## config.mk

```make
export PLATFORM = sky130hd
export DESIGN_NAME = tcw_front
export DESIGN_NICKNAME = d
export VERILOG_FILES = /design/src/design/tcw_pkg.sv /design/src/design/tcw_front.sv
export SDC_FILE = /design/constraint.sdc
export NUM_CORES = 1
export LEC_CHECK = 0
export BUFFER_PORTS_ARGS = -buffer_cell sky130_fd_sc_hd__clkbuf_2
export CORE_AREA = 5 5 42 44
export DETAILED_ROUTE_END_ITERATION = 8
export DIE_AREA = 0 0 47 49
export GPL_ROUTABILITY_DRIVEN = 0
export SLEW_MARGIN = 20
export SYNTH_ARGS = -nofsm -noshare
export SYNTH_HDL_FRONTEND = slang
export SYNTH_SLANG_ARGS = --single-unit
```

## constraint.sdc

```tcl
create_clock -name vclk -period 1.1
set_input_delay 0.055 -clock vclk [all_inputs]
set_output_delay 0.055 -clock vclk [all_outputs]
set_load 0.03 [all_outputs]
```

## src/design/tcw_pkg.sv

```systemverilog
// Shared constants, codes and types for the text console cell writer.
// No dependencies; every other design file imports this package.
package tcw_pkg;

    // Grid geometry.
    localparam int COLUMNS    = 80;
    localparam int ROWS       = 25;
    localparam int CELL_COUNT = COLUMNS * ROWS;
    localparam int KEEP_COUNT = CELL_COUNT - COLUMNS;
    localparam int ADDR_W     = $clog2(CELL_COUNT);
    localparam int COL_W      = $clog2(COLUMNS);

    // Field widths of the item ports.
    localparam int OP_W     = 2;
    localparam int CHAR_W   = 8;
    localparam int ATTR_W   = 8;
    localparam int INDEX_W  = 11;
    localparam int CURSOR_W = 11;
    localparam int CELL_W   = CHAR_W + ATTR_W;

    // Character and attribute constants.
    localparam logic [CHAR_W-1:0] CHAR_NEWLINE   = 8'd10;
    localparam logic [CHAR_W-1:0] CHAR_BACKSPACE = 8'd8;
    localparam logic [CHAR_W-1:0] CHAR_SPACE     = 8'd32;
    localparam logic [ATTR_W-1:0] ATTR_RESET     = 8'd15;

    // Opcodes of the input item.
    localparam logic [OP_W-1:0] OP_PRINT = 2'd0;
    localparam logic [OP_W-1:0] OP_CLEAR = 2'd1;
    localparam logic [OP_W-1:0] OP_READ  = 2'd2;

    // Configuration port.
    localparam int PADDR_W = 3;
    localparam int PDATA_W = 32;
    localparam logic REG_TEXT_ATTR = 1'b0;

    // Command queue between the front and back parts.
    localparam int QUEUE_DEPTH = 2;
    localparam int QPTR_W      = $clog2(QUEUE_DEPTH);

    // Classified command kinds.
    typedef logic [2:0] cmd_kind_t;
    localparam cmd_kind_t CMD_NOP       = 3'd0;
    localparam cmd_kind_t CMD_PUT       = 3'd1;
    localparam cmd_kind_t CMD_NEWLINE   = 3'd2;
    localparam cmd_kind_t CMD_BACKSPACE = 3'd3;
    localparam cmd_kind_t CMD_CLEAR     = 3'd4;
    localparam cmd_kind_t CMD_READ      = 3'd5;

    typedef struct packed {
        cmd_kind_t           kind;
        logic [CHAR_W-1:0]   char_code;
        logic [ADDR_W-1:0]   addr;
    } cmd_t;

endpackage

```

## src/design/tcw_front.sv

```systemverilog
// Front part: input handshake and classification of each item into a command.
// Depends on tcw_pkg.
module tcw_front
    import tcw_pkg::*;
(
    input  logic               in_valid,
    output logic               in_ready,
    input  logic [OP_W-1:0]    opcode,
    input  logic [CHAR_W-1:0]  char_code,
    input  logic [INDEX_W-1:0] cell_index,
    input  logic               queue_full,
    input  logic               init_busy,
    output logic               push,
    output cmd_t               cmd
);

    // Nothing is taken while the grid is being cleared after reset.
    assign in_ready = !queue_full && !init_busy;
    assign push     = in_valid && in_ready;

    always_comb
    begin
        cmd.kind      = CMD_NOP;
        cmd.char_code = char_code;
        cmd.addr      = ADDR_W'(cell_index);
        case (opcode)
            OP_PRINT:
            begin
                if (char_code == CHAR_NEWLINE)
                begin
                    cmd.kind = CMD_NEWLINE;
                end
                else if (char_code == CHAR_BACKSPACE)
                begin
                    cmd.kind = CMD_BACKSPACE;
                end
                else
                begin
                    cmd.kind = CMD_PUT;
                end
            end
            OP_CLEAR:
            begin
                cmd.kind = CMD_CLEAR;
            end
            OP_READ:
            begin
                // A read beyond the grid reports zeros and changes nothing.
                if (cell_index < INDEX_W'(CELL_COUNT))
                begin
                    cmd.kind = CMD_READ;
                end
            end
            default:
            begin
                cmd.kind = CMD_NOP;
            end
        endcase
    end

endmodule

```

==> impl_metrics.toml <==
[global_routing]
antenna_found_initial = 0
grt.overflow.total = 0
grt_pass1_wl_um = 979
grt_usage_pct = 5.19
grt_max_degree = 5
grt_pass1_vias = 269

[route]
vias = 277
drt_pre_antenna_iters = 1
routed_wl_um = 715
viasPerCell = 3.96
drt_iter0_drc = 0
ant_nets = 0
wl_per_cell_um = 10.2
drc = 0

[final_layout]
seq_area_um2 = 0
syn_to_final_growth_pct = 33.0
seq_cell_count = 0
layout.nets = 80
layout-drive-gt1-share_pct = 77.8
antenna_cells = 0
clkbuf_count = 0
fillCellCount = 172
multiInputGateArea_um2 = 92.6
stdcell_area_um2 = 313

[hold_path]
min_path_type = "primary input to output pin"

[place]
preCtsSetupSlack_ns = 0.119
place_area_um2 = 313
io_buffers = 40

[die]
io_pins = 48
die_width_um = 47
die_y_um = 49
core_area_um2 = 1400
initial_core_util_pct = 16.8
die_area_um2 = 2300
rows = 14

[timing]
fin_ws_ns = 0.151
slew_headroom_pct = 81.1
worst_pin_slew_ns = 0.283
fmax_ghz = 1.05
slew_viol_final = 0
holdWs_ns = 0.110
setup_viol = 0
finalHoldViolCount = 0
fin_tns_setup_ns = 0
grt_setup_unrepaired = "false"
fin_crit_ns = 0.949
min_period_over_period_pct = 86.3

[setup_path]
worst-path-max-fanout = 2
cp-start-kind = "primary input"
cp_common_cell = "clkbuf_2"
critPathMaxStageDelay_ns = 0.33
cp.arrival_ns = 0.89
crit_path_end_kind = "output pin"
path_cells = "clkbuf_2 -> nor4b_2 -> a31o_1 -> a21oi_1 -> clkbuf_2"
critPathRequiredTime_ns = 1.04
cp_slowest_cell = "nor4b_2"
critical_path_class = "primary input to output pin"

[yosys]
synth_top_area_share_pct = 60.6
synth_cells = 33
syn_nets = 57
yosys.cell_count.top_type = "buf_4"
yosysSeqAreaShare_pct = 0
synthDistinctLibCells = 12
avgSynthCellArea_um2 = 7.13
synth_area_leader_cell = "buf_4"
synth_common_cells = "19 x buf_4, 3 x nor2_1, 2 x nand2b_1"
ys_warn_count = 0
synth.cell_area_um2 = 235
yosys-top-cells-area = "buf_4 61%, nor4b_2 6.4%, nand2b_1 5.3%"

[power_and_ir_drop]
pwr_density_cell_nw_per_um2 = 554
peakVddDrop_mv = 0.126
leakage_nw = 0.191

[cts]
postCtsSetupRepairBufs = 0
postCtsHoldBufs = 0
cts_resized = 0

[status]
status = "finished, final reports clean"

[job]
cap_violations = 0
[worst max-delay path, delay by kind of cell]
kind                   cells  cell delay [ns]
AND/OR/NAND/NOR            1             0.33
buffers and inverters      2             0.27
AO/OA/AOI/OAI              2             0.23
[power breakdown]
part	switching [W]	internal, W	leakage [nW]
Combinational	0.000115	0.0000581	0.191
Clock	0	0	0
Sequential	0	0	0
Total	0.000115	0.0000581	0.191
[per-stage QoR]
| stage | utilization, % | power (W) | cells |
|---|---|---|---|
| 4_1_cts | 22.3 | 0.000176 | 70 |
| 3_3_place_gp | 22.3 | 0.000174 | 70 |
| 3_5_place_dp | 22.3 | 0.000175 | 70 |
| 6_report | 22.3 | 0.000173 | 70 |
| 5_1_grt | 22.3 | 0.000185 | 70 |
| 2_1_floorplan | - | 0.000161 | 33 |
[final timing paths]
path	from	cells past startpoint	slack, ns	end
hold / removal	cell_index[0]	0	0.11	cmd[0]
setup / recovery	char_code[6]	5	0.15	cmd[19]
[cells by family after synthesis]
kind of cell	synth area share (%)
simple gates	28.2
compound gates	11.2
buf+inv	60.6
[placed cells by master (no fill, tap or decap)]
cell	n
nand3_1	1
a21oi_1	1
and2_1	1
nor4_2	1
clkbuf_2	40
o211ai_1	1
a31o_1	1
nor2_1	3
nor4b_2	1
nand2_1	1
o21ai_0	1
nand2b_1	2
[cell type report]
type	instances	area share (%)
repair buffers	40	64.0
multi-input cells	14	29.6
well taps	16	6.40
[metal layers]
metal	track usage, %	vias up	share of wire (%)
li1	-	135	-
met1	5.22	112	30
met2	10.9	30	46
met3	0.369	0	24
met4	0.461	0	0
met5	0	-	0
Power figures use the tool's default switching activity.
