**src/design/tcw_pkg.sv**
```systemverilog
// Shared constants, codes and types for the text console cell writer.
// No dependencies; every other design file imports this package.
package tcw_pkg;

    // Grid geometry.
    localparam int COLUMNS    = 80;
    localparam int ROWS       = 25;
    localparam int CELL_COUNT = COLUMNS * ROWS;
    localparam int KEEP_COUNT = CELL_COUNT - COLUMNS;
    localparam int ADDR_W     = $clog2(CELL_COUNT);
    localparam int COL_W      = $clog2(COLUMNS);

    // Field widths of the item ports.
    localparam int OP_W     = 2;
    localparam int CHAR_W   = 8;
    localparam int ATTR_W   = 8;
    localparam int INDEX_W  = 11;
    localparam int CURSOR_W = 11;
    localparam int CELL_W   = CHAR_W + ATTR_W;

    // Character and attribute constants.
    localparam logic [CHAR_W-1:0] CHAR_NEWLINE   = 8'd10;
    localparam logic [CHAR_W-1:0] CHAR_BACKSPACE = 8'd8;
    localparam logic [CHAR_W-1:0] CHAR_SPACE     = 8'd32;
    localparam logic [ATTR_W-1:0] ATTR_RESET     = 8'd15;

    // Opcodes of the input item.
    localparam logic [OP_W-1:0] OP_PRINT = 2'd0;
    localparam logic [OP_W-1:0] OP_CLEAR = 2'd1;
    localparam logic [OP_W-1:0] OP_READ  = 2'd2;

    // Configuration port.
    localparam int PADDR_W = 3;
    localparam int PDATA_W = 32;
    localparam logic REG_TEXT_ATTR = 1'b0;

    // Command queue between the front and back parts.
    localparam int QUEUE_DEPTH = 2;
    localparam int QPTR_W      = $clog2(QUEUE_DEPTH);

    // Classified command kinds.
    typedef logic [2:0] cmd_kind_t;
    localparam cmd_kind_t CMD_NOP       = 3'd0;
    localparam cmd_kind_t CMD_PUT       = 3'd1;
    localparam cmd_kind_t CMD_NEWLINE   = 3'd2;
    localparam cmd_kind_t CMD_BACKSPACE = 3'd3;
    localparam cmd_kind_t CMD_CLEAR     = 3'd4;
    localparam cmd_kind_t CMD_READ      = 3'd5;

    typedef struct packed {
        cmd_kind_t           kind;
        logic [CHAR_W-1:0]   char_code;
        logic [ADDR_W-1:0]   addr;
    } cmd_t;

endpackage

```
**src/design/tcw_queue.sv**
```systemverilog
// Short command queue between the front and back parts.
// Depends on tcw_pkg for the command type and depth.
module tcw_queue
    import tcw_pkg::*;
(
    input  logic clk,
    input  logic rst_n,
    input  logic push,
    input  cmd_t push_cmd,
    input  logic pop,
    output logic head_valid,
    output cmd_t head_cmd,
    output logic full
);

    cmd_t              entry_reg [QUEUE_DEPTH];
    logic [QPTR_W-1:0] wr_ptr_reg;
    logic [QPTR_W-1:0] wr_ptr_next;
    logic [QPTR_W-1:0] rd_ptr_reg;
    logic [QPTR_W-1:0] rd_ptr_next;
    logic [QPTR_W:0]   count_reg;
    logic [QPTR_W:0]   count_next;

    assign head_valid = (count_reg != '0);
    assign head_cmd   = entry_reg[rd_ptr_reg];
    assign full       = (count_reg == (QPTR_W + 1)'(QUEUE_DEPTH));

    always_comb
    begin
        wr_ptr_next = wr_ptr_reg;
        rd_ptr_next = rd_ptr_reg;
        count_next  = count_reg;
        if (push)
        begin
            wr_ptr_next = (wr_ptr_reg == QPTR_W'(QUEUE_DEPTH - 1)) ? '0 : wr_ptr_reg + 1'b1;
        end
        if (pop)
        begin
            rd_ptr_next = (rd_ptr_reg == QPTR_W'(QUEUE_DEPTH - 1)) ? '0 : rd_ptr_reg + 1'b1;
        end
        if (push && !pop)
        begin
            count_next = count_reg + 1'b1;
        end
        else if (pop && !push)
        begin
            count_next = count_reg - 1'b1;
        end
    end

    always_ff @(posedge clk or negedge rst_n)
    begin
        if (!rst_n)
        begin
            wr_ptr_reg <= '0;
            rd_ptr_reg <= '0;
            count_reg  <= '0;
        end
        else
        begin
            wr_ptr_reg <= wr_ptr_next;
            rd_ptr_reg <= rd_ptr_next;
            count_reg  <= count_next;
        end
    end

    always_ff @(posedge clk)
    begin
        if (push)
        begin
            entry_reg[wr_ptr_reg] <= push_cmd;
        end
    end

endmodule

```
**config.mk**
```make
export PLATFORM = sky130hd
export DESIGN_NAME = tcw_queue
export DESIGN_NICKNAME = d
export VERILOG_FILES = /design/src/design/tcw_pkg.sv /design/src/design/tcw_queue.sv
export SDC_FILE = /design/constraint.sdc
export NUM_CORES = 1
export LEC_CHECK = 0
export BUFFER_PORTS_ARGS = -buffer_cell sky130_fd_sc_hd__buf_2
export CAP_MARGIN = 25
export CORE_MARGIN = 2
export CORE_UTILIZATION = 33
export DETAILED_ROUTE_END_ITERATION = 16
export SYNTH_ARGS = -nofsm -noshare
export SYNTH_HDL_FRONTEND = slang
export SYNTH_SLANG_ARGS = --single-unit
```
**constraint.sdc**
```tcl
create_clock -name clk -period 2.07 [get_ports clk]
set_input_delay 0.621 -clock clk [delete_from_list [all_inputs] [get_ports clk]]
set_output_delay 0.621 -clock clk [all_outputs]
set_load 0.02 [all_outputs]
```
==> metrics.txt <==
status=finished, final reports clean; worst r2r src=wr_ptr_reg; routed vias/inst=between 4 and 5; cell taking the most area after synthesis=edfxtp_1; top-area cell type share of the netlist area=0.742; DRT Wirelength=slightly below 3000 um; final setup violation count=0; Worst path depth=3; Main synth FF type=edfxtp_1; deepest clock path buffer count=2; CTS tree=yes; dpl hpwl=~1900 um; GRT Util Overall=0.102; number of clock sinks=between 40 and 50; Finished Cell Area=between 2000 and 2500 um2; Post-Syn Nets=around 110; worst rel slew slack=0.790; Worst path max stage delay=0.38 ns; n_diodes=0; area delta synth->final=25.5%; R2R Setup Slk=just over 0.9 ns; RSZ-0062 raised after global routing=false; CTS H-tree lvls=2; maximum fanout along the worst path=23; IO buf count=49; register area share after synthesis=0.798; Worst-Margin Slew=~0.31 ns; drt wl/cell=13.7 um; Slowest cell on crit path=dfrtp_1; Root Driver=clkbuf_8; core area=roughly 5200 um2; CP endpoint kind=output port; DR iter-0 viols=29; Power per Cell Area=approximately 1400 nW/um2; DRT met1 WL=roughly 1100 um; #FFs+latches synth=48; met2 wire len=~1600 um; # DRC=0; share of power burned in registers=0.451; Post-Place Cell Area=~2100 um2; metal3 WL=around 170 um; CTS resizes=0; clk slew on worst S/H paths=about 0.080 ns; Internal Pwr Total=2.09 mW; total gr overflow=0; Initial Util=0.344; Leak=~0.86 nW; Die W=between 70 and 80 um; Syn Inst Count=84; WS Path Type=flip-flop to output port; VDD IR max=between 500 and 600 uV; WP buf/inv=2; Nets=roughly 170; Hold Crit Class=primary input to asynchronous set/reset pin; first-pass GRT wire length=4600 um; max reg flops=44; min Tclk post-route=between 1.5 and 2 ns; CP Launch Type=flip-flop; post-synth cell types=12; final hold violation count=0; via count=a little over 900; post-route setup TNS=0 ns; vias in the first global route=roughly 1k; final worst-path cycle share=0.965; Sw Pwr=~940 uW; clock share of power=0.208; YS warnings=0; FFs w/ async S/R, synth=0.0833; syn avg cell area=21.2 um2; DRT antenna net count=0; placed cells=just over 200; max cap viols=0; top layer in use=met4; Post-synth EDFFs=44; Final Wtd Congestion=0.621; largest net degree at the start of global routing=24; crit path cell chain=buf_12 -> mux2_2 -> buf_2; Ports=50; top cells by area, synth=edfxtp_1, mux2_2, dfrtp_1; hold-fix buffers at CTS=0; layout cells sized above 1=0.577; count leader, synth=edfxtp_1; Critical Path AT=between 1 and 1.5 ns; full die area=~6000 um2; Clk Latency, worst-skew pair=a little under 0.3 ns; Rows=26; Layout Skew=0.00254 ns; FF-to-FF End=entry_reg[1][10]; most frequent cells after synthesis=edfxtp_1, mux2_2, dfrtp_1, xor2_1; f_max=about 500 MHz; total CTS buffers=5; Die Span Y=about 77 um; part of the power in combinational logic=0.340; Initial DRT Pass Iterations=4; Post-CTS Setup Inserts=0; Critical Path RT=between 1 and 1.5 ns; Finished Layout Cells=212; Max Slew Vio Count=0; sw frac=0.312; Synth Cell Area=approximately 1800 um2; initial antenna violation count=0; kind of cell adding the most delay to the critical path=flip-flops; cells on worst reg2reg path=2
==> cells by family after synthesis <==
| group | count (synthesis) | synth area share |
|---|---|---|
| multiplexers | 22 | 0.139 |
| adder cells (fa/ha/maj) | 1 | 0.00703 |
| XOR/XNOR | 5 | 0.0246 |
| AND/OR/NAND/NOR | 5 | 0.0162 |
| buffers and inverters | 3 | 0.0148 |
| flip-flops | 48 | 0.798 |
==> power groups by stage <==
stage / registers [mW] / logic, mW / clock network [mW]
finish: 1.37 / 1.03 / 0.632
global route: 1.39 / 1.12 / 0.693
CTS: 1.37 / 1.06 / 0.657
detailed placement: 1.39 / 1.05 / 0
global placement: 1.38 / 1.04 / 0
floorplan: 1.38 / 0.725 / 0
==> how the worst max path moves through the flow <==
stage	from	endpoint	slack (ns)
2_1_floorplan	push	entry_reg[0][0]	0.03
3_3_place_gp	rd_ptr_reg	head_cmd[13]	0.39
3_5_place_dp	rd_ptr_reg	head_cmd[13]	0.39
4_1_cts	rd_ptr_reg	head_cmd[13]	0.05
5_1_grt	rd_ptr_reg	head_cmd[13]	0.01
6_report	rd_ptr_reg	head_cmd[13]	0.07
==> metrics by stage <==
| step | utilization | power, mW | hold WS (ns) | setup slack, ns |
|---|---|---|---|---|
| 3_3_place_gp | 0.411 | 2.41 | 0.427 | 0.390 |
| 2_1_floorplan | - | 2.10 | 0.325 | 0.0252 |
| 4_1_cts | 0.432 | 3.08 | 0.111 | 0.0524 |
| 5_1_grt | 0.432 | 3.20 | 0.111 | 0.0120 |
| 6_report | 0.432 | 3.03 | 0.121 | 0.0731 |
| 3_5_place_dp | 0.411 | 2.44 | 0.428 | 0.385 |
==> final cells by class <==
class                           instances  area, um2
Timing Repair Buffer                   52        280
Fill cell                             455       2940
Sequential cell                        48       1420
Multi-Input combinational cell         33        335
Tap cell                               70       87.6
Clock inverter                          3       37.5
Inverter                                1       3.75
Clock buffer                            5       68.8
==> layer usage <==
metal | vias up | global-route usage
met5 | - | 0
met4 | 0 | 0.0589
met3 | 7 | 0.0314
met2 | 32 | 0.187
met1 | 449 | 0.0992
li1 | 431 | -
==> placed cells by master (no fill, tap or decap), types with 2 or more instances in the layout <==
cell type and count:
buf_2 49, dfrtp_1 4, clkbuf_8 5, clkinv_1 2, edfxtp_1 44, xor2_1 4
mux2_2 22, buf_4 2
(Power assumes the default switching activity.)
